## src/rtl/gdil_pkg.sv

```systemverilog
// Shared types, codes and defaults for the 3x3 grayscale dilation block.
package gdil_pkg;

  localparam int PIX_W = 8;
  localparam int CFG_W = 8;
  localparam int APB_DATA_W = 32;
  localparam int APB_ADDR_W = 3;

  localparam int MAX_WIDTH_DEF = 128;
  localparam int MAX_HEIGHT_DEF = 128;

  localparam logic [CFG_W-1:0] WIDTH_RST = CFG_W'(16);
  localparam logic [CFG_W-1:0] HEIGHT_RST = CFG_W'(16);

  typedef enum logic {
    CMD_PIXEL = 1'b0,
    CMD_DRAIN = 1'b1
  } cmd_e;

  typedef enum logic {
    REG_WIDTH = 1'b0,
    REG_HEIGHT = 1'b1
  } reg_idx_e;

  typedef struct packed {
    logic cmd;
    logic [PIX_W-1:0] pixel;
  } in_t;

  typedef struct packed {
    logic [PIX_W-1:0] out_pixel;
    logic frame_end;
  } out_t;

  // Per-step controls handed from the counters to the window stage.
  typedef struct packed {
    logic center2;  // row start: take the max before the new column shifts in
    logic top;      // row above is inside the image
    logic bot;      // row below is inside the image
    logic left;     // column to the left is inside the image
    logic right;    // column to the right is inside the image
    logic emit;     // step produces a result beat
    logic fe;       // result is the last of the frame
  } win_ctrl_t;

endpackage

```

## src/rtl/gdil_ram.sv

```systemverilog
// Generic single-write, single-read RAM with registered read data.
module gdil_ram #(
  parameter int Width = 8,
  parameter int Depth = 16
) (
  input  logic                                   clk_i,
  input  logic                                   we_i,
  input  logic [((Depth > 1) ? $clog2(Depth) : 1)-1:0] waddr_i,
  input  logic [Width-1:0]                       wdata_i,
  input  logic                                   re_i,
  input  logic [((Depth > 1) ? $clog2(Depth) : 1)-1:0] raddr_i,
  output logic [Width-1:0]                       rdata_o
);

  logic [Width-1:0] mem_q [Depth];
  logic [Width-1:0] rdata_q;

  always_ff @(posedge clk_i) begin
    if (we_i) begin
      mem_q[waddr_i] <= wdata_i;
    end
    if (re_i) begin
      rdata_q <= mem_q[raddr_i];
    end
  end

  assign rdata_o = rdata_q;

endmodule

```

## src/rtl/gdil_ctrl.sv

```systemverilog
// Raster position counters, command decode and line buffer read issue.
module gdil_ctrl import gdil_pkg::*; #(
  parameter int MAX_WIDTH = MAX_WIDTH_DEF,
  parameter int MAX_HEIGHT = MAX_HEIGHT_DEF
) (
  input  logic                  clk_i,
  input  logic                  rst_ni,
  input  logic [CFG_W-1:0]      cfg_width_i,
  input  logic [CFG_W-1:0]      cfg_height_i,
  input  logic                  restart_i,
  input  logic                  in_valid_i,
  input  in_t                   in_data_i,
  output logic                  in_stall_o,
  input  logic                  win_ready_i,
  output logic                  item_valid_o,
  output win_ctrl_t             item_ctrl_o,
  output logic [((MAX_WIDTH > 1) ? $clog2(MAX_WIDTH) : 1)-1:0] item_col_o,
  output logic [PIX_W-1:0]      item_pixel_o,
  output logic                  rd_en_o,
  output logic [((MAX_WIDTH > 1) ? $clog2(MAX_WIDTH) : 1)-1:0] rd_addr_o
);

  localparam int ColW = (MAX_WIDTH > 1) ? $clog2(MAX_WIDTH) : 1;
  localparam int WW = $clog2(MAX_WIDTH + 1);
  localparam int HW = $clog2(MAX_HEIGHT + 1);
  localparam int RowW = $clog2(MAX_HEIGHT + 2);

  logic [WW-1:0]   w_eff;
  logic [HW-1:0]   h_eff;
  logic [RowW-1:0] h_row;
  logic [ColW-1:0] ic_q, ic_d, oc_q, oc_d;
  logic [RowW-1:0] ir_q, ir_d, or_q, or_d;
  logic            redo_q, redo_d;
  logic            take, fire, act, emit, fe;
  logic            cmd;
  logic [PIX_W-1:0] pix;
  logic            input_done;
  logic [WW-1:0]   ic_inc, oc_inc;
  logic [RowW-1:0] or_inc;
  logic            col_last, ocol_last;

  // Saturate the configured size to the supported range.
  always_comb begin
    if (cfg_width_i == '0) begin
      w_eff = WW'(1);
    end else if (32'(cfg_width_i) > 32'(MAX_WIDTH)) begin
      w_eff = WW'(MAX_WIDTH);
    end else begin
      w_eff = WW'(cfg_width_i);
    end
    if (cfg_height_i == '0) begin
      h_eff = HW'(1);
    end else if (32'(cfg_height_i) > 32'(MAX_HEIGHT)) begin
      h_eff = HW'(MAX_HEIGHT);
    end else begin
      h_eff = HW'(cfg_height_i);
    end
  end

  assign h_row = RowW'(h_eff);

  // A drain that opens the drain of a one-row frame needs a silent step first;
  // hold the input meanwhile and replay it as a second drain step.
  assign in_stall_o = redo_q || !win_ready_i;
  assign take = in_valid_i && !in_stall_o;
  assign fire = take || (redo_q && win_ready_i);
  assign cmd = redo_q ? CMD_DRAIN : in_data_i.cmd;
  assign pix = redo_q ? '0 : in_data_i.pixel;

  assign input_done = ir_q >= h_row;
  assign act = fire && ((cmd == CMD_PIXEL) ? !input_done : input_done);

  assign ic_inc = WW'(ic_q) + WW'(1);
  assign oc_inc = WW'(oc_q) + WW'(1);
  assign or_inc = or_q + RowW'(1);
  assign col_last = ic_inc >= w_eff;
  assign ocol_last = oc_inc >= w_eff;

  assign emit = ((ir_q >= RowW'(2)) || (ir_q == RowW'(1) && ic_q != '0)) && (or_q < h_row);
  assign fe = emit && ocol_last && (or_inc >= h_row);

  always_comb begin
    ic_d = ic_q;
    ir_d = ir_q;
    oc_d = oc_q;
    or_d = or_q;
    redo_d = redo_q;
    if (fire) begin
      redo_d = act && (cmd == CMD_DRAIN) && !emit;
    end
    if (restart_i) begin
      ic_d = '0;
      ir_d = '0;
      oc_d = '0;
      or_d = '0;
      redo_d = 1'b0;
    end else if (act) begin
      if (fe) begin
        ic_d = '0;
        ir_d = '0;
        oc_d = '0;
        or_d = '0;
      end else begin
        if (col_last) begin
          ic_d = '0;
          ir_d = ir_q + RowW'(1);
        end else begin
          ic_d = ColW'(ic_inc);
        end
        if (emit) begin
          if (ocol_last) begin
            oc_d = '0;
            or_d = or_inc;
          end else begin
            oc_d = ColW'(oc_inc);
          end
        end
      end
    end
  end

  always_ff @(posedge clk_i or negedge rst_ni) begin
    if (!rst_ni) begin
      ic_q <= '0;
      ir_q <= '0;
      oc_q <= '0;
      or_q <= '0;
      redo_q <= 1'b0;
    end else begin
      ic_q <= ic_d;
      ir_q <= ir_d;
      oc_q <= oc_d;
      or_q <= or_d;
      redo_q <= redo_d;
    end
  end

  assign item_valid_o = act;
  assign item_col_o = ic_q;
  assign item_pixel_o = pix;
  assign item_ctrl_o.center2 = (ic_q == '0);
  assign item_ctrl_o.top = (or_q != '0);
  assign item_ctrl_o.bot = (or_inc < h_row);
  assign item_ctrl_o.left = (oc_q != '0);
  assign item_ctrl_o.right = (oc_inc < w_eff);
  assign item_ctrl_o.emit = emit;
  assign item_ctrl_o.fe = fe;
  assign rd_en_o = act;
  assign rd_addr_o = ic_q;

  assert property (@(posedge clk_i) disable iff (!rst_ni)
    item_valid_o |-> win_ready_i)
    else $error("step issued while the window stage is full");

  assert property (@(posedge clk_i) disable iff (!rst_ni)
    (redo_q && win_ready_i) |=> !redo_q)
    else $error("drain replay repeated");

  assert property (@(posedge clk_i) disable iff (!rst_ni)
    (item_valid_o && item_ctrl_o.fe && !restart_i) |=>
      (ic_q == '0 && ir_q == '0 && oc_q == '0 && or_q == '0))
    else $error("counters not cleared after the last beat of a frame");

endmodule

```

## src/rtl/gdil_win.sv

```systemverilog
// Window stage: column window, 3x3 max, line buffer write back, result register.
module gdil_win import gdil_pkg::*; #(
  parameter int MAX_WIDTH = MAX_WIDTH_DEF
) (
  input  logic                  clk_i,
  input  logic                  rst_ni,
  input  logic                  restart_i,
  input  logic                  item_valid_i,
  input  win_ctrl_t             item_ctrl_i,
  input  logic [((MAX_WIDTH > 1) ? $clog2(MAX_WIDTH) : 1)-1:0] item_col_i,
  input  logic [PIX_W-1:0]      item_pixel_i,
  output logic                  ready_o,
  input  logic [2*PIX_W-1:0]    rd_data_i,
  output logic                  wr_en_o,
  output logic [((MAX_WIDTH > 1) ? $clog2(MAX_WIDTH) : 1)-1:0] wr_addr_o,
  output logic [2*PIX_W-1:0]    wr_data_o,
  output logic                  out_valid_o,
  input  logic                  out_stall_i,
  output out_t                  out_data_o
);

  localparam int ColW = (MAX_WIDTH > 1) ? $clog2(MAX_WIDTH) : 1;

  logic                    s1_valid_q;
  win_ctrl_t               s1_ctrl_q;
  logic [ColW-1:0]         s1_col_q;
  logic [PIX_W-1:0]        s1_pix_q;
  logic                    byp_q;
  logic [2*PIX_W-1:0]      byp_data_q;
  logic [2:0][PIX_W-1:0]   wa_q, wb_q, nc;
  logic [2*PIX_W-1:0]      line;
  logic                    go;
  logic [2:0]              row_on;
  logic [PIX_W-1:0]        m_a, m_b, m_n, m_all;
  logic                    out_valid_q;
  out_t                    out_q;

  function automatic logic [PIX_W-1:0] max3(input logic [PIX_W-1:0] a,
                                            input logic [PIX_W-1:0] b,
                                            input logic [PIX_W-1:0] c);
    logic [PIX_W-1:0] m;
    m = (a > b) ? a : b;
    return (m > c) ? m : c;
  endfunction

  assign go = s1_valid_q && (!s1_ctrl_q.emit || !out_valid_q || !out_stall_i);
  assign ready_o = !s1_valid_q || go;

  // Forward the write of the same cycle when the read hit the same column.
  assign line = byp_q ? byp_data_q : rd_data_i;
  assign nc[0] = line[2*PIX_W-1:PIX_W];
  assign nc[1] = line[PIX_W-1:0];
  assign nc[2] = s1_pix_q;

  assign wr_en_o = go;
  assign wr_addr_o = s1_col_q;
  assign wr_data_o = {nc[1], s1_pix_q};

  // Out-of-image values drop to zero, which never wins against the center.
  assign row_on = {s1_ctrl_q.bot, 1'b1, s1_ctrl_q.top};
  always_comb begin
    m_a = max3(wa_q[0] & {PIX_W{row_on[0]}}, wa_q[1], wa_q[2] & {PIX_W{row_on[2]}});
    m_b = max3(wb_q[0] & {PIX_W{row_on[0]}}, wb_q[1], wb_q[2] & {PIX_W{row_on[2]}});
    m_n = max3(nc[0] & {PIX_W{row_on[0]}}, nc[1], nc[2] & {PIX_W{row_on[2]}});
    m_all = max3(m_a & {PIX_W{s1_ctrl_q.left}}, m_b,
                 m_n & {PIX_W{!s1_ctrl_q.center2 && s1_ctrl_q.right}});
  end

  always_ff @(posedge clk_i or negedge rst_ni) begin
    if (!rst_ni) begin
      s1_valid_q <= 1'b0;
      out_valid_q <= 1'b0;
      wa_q <= '0;
      wb_q <= '0;
    end else begin
      if (item_valid_i) begin
        s1_valid_q <= 1'b1;
      end else if (go) begin
        s1_valid_q <= 1'b0;
      end

      if (restart_i) begin
        wa_q <= '0;
        wb_q <= '0;
      end else if (go) begin
        if (s1_ctrl_q.fe) begin
          wa_q <= '0;
          wb_q <= '0;
        end else begin
          wa_q <= wb_q;
          wb_q <= nc;
        end
      end

      if (go && s1_ctrl_q.emit) begin
        out_valid_q <= 1'b1;
      end else if (!out_stall_i) begin
        out_valid_q <= 1'b0;
      end
    end
  end

  always_ff @(posedge clk_i) begin
    if (item_valid_i) begin
      s1_ctrl_q <= item_ctrl_i;
      s1_col_q <= item_col_i;
      s1_pix_q <= item_pixel_i;
      byp_q <= go && (s1_col_q == item_col_i);
      byp_data_q <= wr_data_o;
    end
    if (go && s1_ctrl_q.emit) begin
      out_q.out_pixel <= m_all;
      out_q.frame_end <= s1_ctrl_q.fe;
    end
  end

  assign out_valid_o = out_valid_q;
  assign out_data_o = out_q;

  assert property (@(posedge clk_i) disable iff (!rst_ni)
    item_valid_i |-> ready_o)
    else $error("window stage overwritten while holding a step");

  assert property (@(posedge clk_i) disable iff (!rst_ni)
    (go && s1_ctrl_q.fe) |=> (wa_q == '0 && wb_q == '0))
    else $error("window not cleared after the last beat of a frame");

  assert property (@(posedge clk_i) disable iff (!rst_ni)
    (go && s1_ctrl_q.emit) |=> (out_valid_o && out_data_o.frame_end == $past(s1_ctrl_q.fe)))
    else $error("result register missed an emitted beat");

endmodule

```

## src/rtl/grayscale_dilation_3x3.sv

```systemverilog
// Top level of the 3x3 grayscale dilation block: register port and stage wiring.
// Takes one raster pixel or drain command per clock unless in_stall_o is set,
// and returns each pixel replaced by the maximum of its in-image 3x3
// neighbourhood. Results trail the input by width+1 pixels; after the last
// pixel of a frame, one drain command (cmd=1) per remaining result flushes the
// rest, and the final result carries frame_end. Throughput is one beat per
// cycle, set by the single line buffer RAM (one read and one write per cycle),
// except when back-pressure or a one-row frame's first drain holds the input.
// Results pass the window stage and result registers. Line buffer
// contents survive reset and need no clearing. Writing image_width or
// image_height restarts the frame; write them only while the block is idle.
// Sizes outside 1..MAX_WIDTH and 1..MAX_HEIGHT are saturated.
module grayscale_dilation_3x3 import gdil_pkg::*; #(
  parameter int MAX_WIDTH = MAX_WIDTH_DEF,
  parameter int MAX_HEIGHT = MAX_HEIGHT_DEF
) (
  input  logic                  clk_i,
  input  logic                  rst_ni,
  input  logic                  in_valid_i,
  output logic                  in_stall_o,
  input  in_t                   in_data_i,
  output logic                  out_valid_o,
  input  logic                  out_stall_i,
  output out_t                  out_data_o,
  input  logic                  psel,
  input  logic                  penable,
  input  logic                  pwrite,
  input  logic [APB_ADDR_W-1:0] paddr,
  input  logic [APB_DATA_W-1:0] pwdata,
  output logic [APB_DATA_W-1:0] prdata,
  output logic                  pready
);

  localparam int ColW = (MAX_WIDTH > 1) ? $clog2(MAX_WIDTH) : 1;

  logic [CFG_W-1:0]   width_q, height_q;
  logic               cfg_we;
  reg_idx_e           reg_idx;
  logic               win_ready;
  logic               item_valid;
  win_ctrl_t          item_ctrl;
  logic [ColW-1:0]    item_col;
  logic [PIX_W-1:0]   item_pixel;
  logic               rd_en, wr_en;
  logic [ColW-1:0]    rd_addr, wr_addr;
  logic [2*PIX_W-1:0] rd_data, wr_data;

  assign pready = 1'b1;
  assign cfg_we = psel && penable && pwrite;
  assign reg_idx = reg_idx_e'(paddr[2]);

  always_ff @(posedge clk_i or negedge rst_ni) begin
    if (!rst_ni) begin
      width_q <= WIDTH_RST;
      height_q <= HEIGHT_RST;
    end else if (cfg_we) begin
      case (reg_idx)
        REG_WIDTH:  width_q <= pwdata[CFG_W-1:0];
        REG_HEIGHT: height_q <= pwdata[CFG_W-1:0];
        default: ;
      endcase
    end
  end

  always_comb begin
    case (reg_idx)
      REG_WIDTH:  prdata = APB_DATA_W'(width_q);
      REG_HEIGHT: prdata = APB_DATA_W'(height_q);
      default:    prdata = '0;
    endcase
  end

  gdil_ctrl #(
    .MAX_WIDTH (MAX_WIDTH),
    .MAX_HEIGHT(MAX_HEIGHT)
  ) u_ctrl (
    .clk_i       (clk_i),
    .rst_ni      (rst_ni),
    .cfg_width_i (width_q),
    .cfg_height_i(height_q),
    .restart_i   (cfg_we),
    .in_valid_i  (in_valid_i),
    .in_data_i   (in_data_i),
    .in_stall_o  (in_stall_o),
    .win_ready_i (win_ready),
    .item_valid_o(item_valid),
    .item_ctrl_o (item_ctrl),
    .item_col_o  (item_col),
    .item_pixel_o(item_pixel),
    .rd_en_o     (rd_en),
    .rd_addr_o   (rd_addr)
  );

  // Above and current rows of one column share an entry.
  gdil_ram #(
    .Width(2 * PIX_W),
    .Depth(MAX_WIDTH)
  ) u_line_ram (
    .clk_i  (clk_i),
    .we_i   (wr_en),
    .waddr_i(wr_addr),
    .wdata_i(wr_data),
    .re_i   (rd_en),
    .raddr_i(rd_addr),
    .rdata_o(rd_data)
  );

  gdil_win #(
    .MAX_WIDTH(MAX_WIDTH)
  ) u_win (
    .clk_i       (clk_i),
    .rst_ni      (rst_ni),
    .restart_i   (cfg_we),
    .item_valid_i(item_valid),
    .item_ctrl_i (item_ctrl),
    .item_col_i  (item_col),
    .item_pixel_i(item_pixel),
    .ready_o     (win_ready),
    .rd_data_i   (rd_data),
    .wr_en_o     (wr_en),
    .wr_addr_o   (wr_addr),
    .wr_data_o   (wr_data),
    .out_valid_o (out_valid_o),
    .out_stall_i (out_stall_i),
    .out_data_o  (out_data_o)
  );

endmodule

```

## config.mk

```make
export PLATFORM = sky130hd
export DESIGN_NAME = grayscale_dilation_3x3
export DESIGN_NICKNAME = d
export VERILOG_FILES = /design/src/rtl/gdil_pkg.sv /design/src/rtl/gdil_ram.sv /design/src/rtl/gdil_ctrl.sv /design/src/rtl/gdil_win.sv /design/src/rtl/grayscale_dilation_3x3.sv
export SDC_FILE = /design/constraint.sdc
export NUM_CORES = 2
export LEC_CHECK = 0
export ABC_AREA = 1
export BUFFER_PORTS_ARGS = -buffer_cell sky130_fd_sc_hd__buf_2
export CORE_AREA = 2 2 412 414
export DETAILED_ROUTE_END_ITERATION = 7
export DIE_AREA = 0 0 414 416
export PLACE_DENSITY = 0.78
export SLEW_MARGIN = 0
export SYNTH_ARGS = -nofsm -noshare
export SYNTH_HDL_FRONTEND = slang
export SYNTH_SLANG_ARGS = --single-unit
```

## constraint.sdc

```tcl
create_clock -name clk_i -period 15.1 [get_ports clk_i]
set_input_delay 0.755 -clock clk_i [delete_from_list [all_inputs] [get_ports clk_i]]
set_output_delay 0.755 -clock clk_i [all_outputs]
set_load 0.01 [all_outputs]
```

==> out/results.ini <==
[run_status]
outcome = complete, no violations

[sta]
skew_ns = 0.05170
finalSetupViolations = 0
max_slew_margin = 0.1393
finalHoldViolCount = 0
grt_setup_unrepaired = no
finalWorstSetupSlack_ns = 8.039
tns_ns = 0
slew_viol_final = 0
period_share = 0.4676
max_freq_mhz = 141.6
worstMarginPinSlew_ns = 1.288
period_needed_ns = 7.061

[layout]
seqCellArea_mm2 = 0.06587
final_cell_area_mm2 = 0.1027
mostFrequentLayoutCell = edfxtp_1
drive_above_1_share = 0.07019
fin_nets = 8394
final_cell_mix = edfxtp_1 (2112), nor2_1 (1996), nand2_1 (1088)
instances_no_fill = 10620
fill_cells = 12460
synthToLayoutAreaGrowth_pct = 9.791
multiInputGateArea_mm2 = 0.02406
n_antenna_cell = 0

[grt]
grt_pass1_wl_um = 367700
track_usage = 0.2811
overflow = 0
grt_pass1_vias = 60520
grt_max_degree = 185
grt_antenna_before_repair = 4

[placed_design]
place_area_mm2 = 0.09582
gp_congestion = 0.9235
place_ws_ns = 8.201
dp_cells = 10230
dp_hpwl_um = 137600
port-buffer-count = 43

[min_path]
hp-start = out_stall_i
worstHoldPathType = primary input to flop
hold_path_depth = 3
hold-path-endpoint = u_win.out_valid_o$_DFFE_PN0P_

[setup_path]
cp.required_ns = 15.65
cpPeakStageDelay_ns = 0.67
critical_path_class = flop to flop
r2r-end = u_win.out_data_o[4]$_DFFE_PP_
critPathMaxFanout = 17
cp-end-kind = flop
cp-start-kind = flop
critPathBufInv = 6
worst_ep_arrival_time_ns = 7.61
slowest_stage = edfxtp_1
crit_family = simple AND/OR/NAND/NOR gates
r2r_slack_ns = 8.04
cpMostUsedCell = nand2_1
crit_path_start = u_win.row_on[0]$_DFFE_PP_
reg2regPathDepth = 37
r2r_start = u_win.row_on[0]$_DFFE_PP_

[routing]
viasPerCell = 6.015
routedWlPerCell_um = 23.25
drtIter0Drc = 9800
ant_nets = 0
vias = 63910
first_pass_iters = 6
drc = 0
drt_wl_total_um = 247000

[clock_tree]
cts_sinks = 2209
clk_path_buf_depth = 3
cts_tree = built
htree_levels = 4
cts_resized = 0
cts_buffers = 212
hold_buffers = 1
clk_latency_ns = 0.85
postCtsSetupRepairBufs = 0
clk_pin_slew_ns = 0.06
root_buffer = clkbuf_16

[synth]
synth_area_mm2 = 0.09355
syn_inst = 8239
avgSynthCellArea_um2 = 11.35
yosysWarningCount = 0
seq_area_frac_synth = 0.7039
yosys.cell_types.count = 39
ys_seq_elements = 2209

[flow_run]
drv_cap = 0

[floorplanning]
core-area_mm2 = 0.1681
start_util = 0.5564
die_w_um = 414
die_h_um = 416
io_pins = 95
rows = 151
dieArea_mm2 = 0.1722

[power]
powerDensity_mw_per_mm2 = 207.6
power.leakage_uw = 0.03652
peakVddDrop_v = 0.0004435

==> power breakdown <==
part	switching, µW	internal [µW]	total [µW]	leakage (µW)
clock	2280	2980	5250	0.00334
combinational	6110	2350	8460	0.0129
sequential	148	7460	7610	0.0203
==> stage by stage <==
step | hold WS, ns | total power [µW] | util
floorplan | 0.4196 | 13470 | -
global placement | 0.4687 | 15940 | 0.5698
detailed placement | 0.4762 | 16020 | 0.5698
CTS | 0.09006 | 21240 | 0.6108
global route | 0.1204 | 22530 | 0.6108
finish | 0.1456 | 21320 | 0.6108
==> layer usage <==
layer | GRT usage | vias up | wire (µm)
met5 | 0 | - | 21
met4 | 0.1397 | 4 | 13050
met3 | 0.04633 | 663 | 26690
met2 | 0.4459 | 3914 | 115700
met1 | 0.3800 | 30670 | 91520
li1 | - | 28660 | -
==> flip-flops by register name (all words and copies together) (netlist names) <==
name,flops
width_q,8
u_win.wa_q,24
u_ctrl.or_q,8
u_ctrl.ir_q,8
u_line_ram.mem_q,2048
height_q,8
u_ctrl.item_col_o,7
u_win.s1_ctrl_q,5
u_win.out_valid_o,1
u_win.out_data_o,9
u_ctrl.redo_q,1
u_win.s1_pix_q,8
u_win.row_on,2
u_win.byp_q,1
u_win.wb_q,24
u_win.byp_data_q,16
u_win.wr_addr_o,7
u_win.s1_valid_q,1
u_line_ram.rdata_o,16
u_ctrl.oc_q,7
==> cells in the mapped netlist <==
cell | instances | area share
a21o_1 | 4 | 0.00032
a21oi_1 | 156 | 0.0083
and2_1 | 17 | 0.0011
buf_1 | 65 | 0.0026
buf_2 | 88 | 0.0047
buf_4 | 111 | 0.0089
buf_6 | 18 | 0.0022
clkbuf_1 | 215 | 0.0086
clkinv_1 | 9 | 0.00036
conb_1 | 2 | 0.000080
dfrtp_1 | 95 | 0.025
dfstp_2 | 2 | 0.00056
edfxtp_1 | 2112 | 0.68
ha_1 | 113 | 0.015
inv_1 | 313 | 0.013
inv_2 | 4 | 0.00016
mux2i_1 | 8 | 0.00086
nand2_1 | 1089 | 0.044
nand2_2 | 2 | 0.00013
nand3_1 | 387 | 0.021
nand3_2 | 1 | 0.00011
nand3b_1 | 2 | 0.00016
nand4_1 | 32 | 0.0021
nor2_1 | 2005 | 0.080
nor2_2 | 3 | 0.00020
nor2_4 | 1 | 0.00012
nor3_1 | 7 | 0.00037
nor4_1 | 5 | 0.00033
o211ai_1 | 236 | 0.019
o21a_1 | 6 | 0.00048
o21ai_0 | 1009 | 0.054
o21ai_1 | 45 | 0.0024
o21ai_2 | 1 | 0.000094
o21bai_1 | 1 | 0.000080
o22ai_1 | 47 | 0.0031
o32ai_1 | 1 | 0.000094
or3_1 | 1 | 0.000067
xnor2_1 | 4 | 0.00037
xor2_1 | 22 | 0.0021
==> cell type report <==
cell class | instances | area share
clock buffer | 266 | 0.05465
timing repair buffer | 251 | 0.01808
clock inverter | 124 | 0.01236
inverter | 326 | 0.01229
multi-input combinational | 5230 | 0.2343
tap | 2218 | 0.02702
sequential | 2209 | 0.6413
==> how the worst max path moves through the flow <==
stage | endpoint | depth (start not counted) | slack, ns
2_1_floorplan | u_win.out_data_o[1]$_DFFE_PP_ | 35 | 9.03
3_3_place_gp | u_win.out_data_o[2]$_DFFE_PP_ | 39 | 8.00
4_1_cts | u_win.out_data_o[1]$_DFFE_PP_ | 39 | 8.08
5_1_grt | u_win.out_data_o[1]$_DFFE_PP_ | 39 | 7.28
6_report | u_win.out_data_o[4]$_DFFE_PP_ | 37 | 8.04
3_5_place_dp | u_win.out_data_o[1]$_DFFE_PP_ | 39 | 8.20
==> logic make-up (layout without fill, tap and decap cells) <==
family	after synthesis	count (layout)	synth area share
fa+ha+maj	113	113	0.01511
other cells	2	25	0.00008028
flops	2209	2209	0.7039
simple gates	3552	3552	0.1496
compound gates	1506	1506	0.08789
buf+inv	823	967	0.04010
xor+xnor	26	26	0.002434
mux	8	8	0.0008560
==> worst register-to-register path: cells and delay by family, from the launching register on <==
kind | cells | cell delay [ns]
compound gates | 4 | 0.80
fa+ha+maj | 4 | 1.17
buf+inv | 6 | 0.72
flops | 1 | 0.67
simple gates | 23 | 3.43
Power figures use the tool's default switching activity.
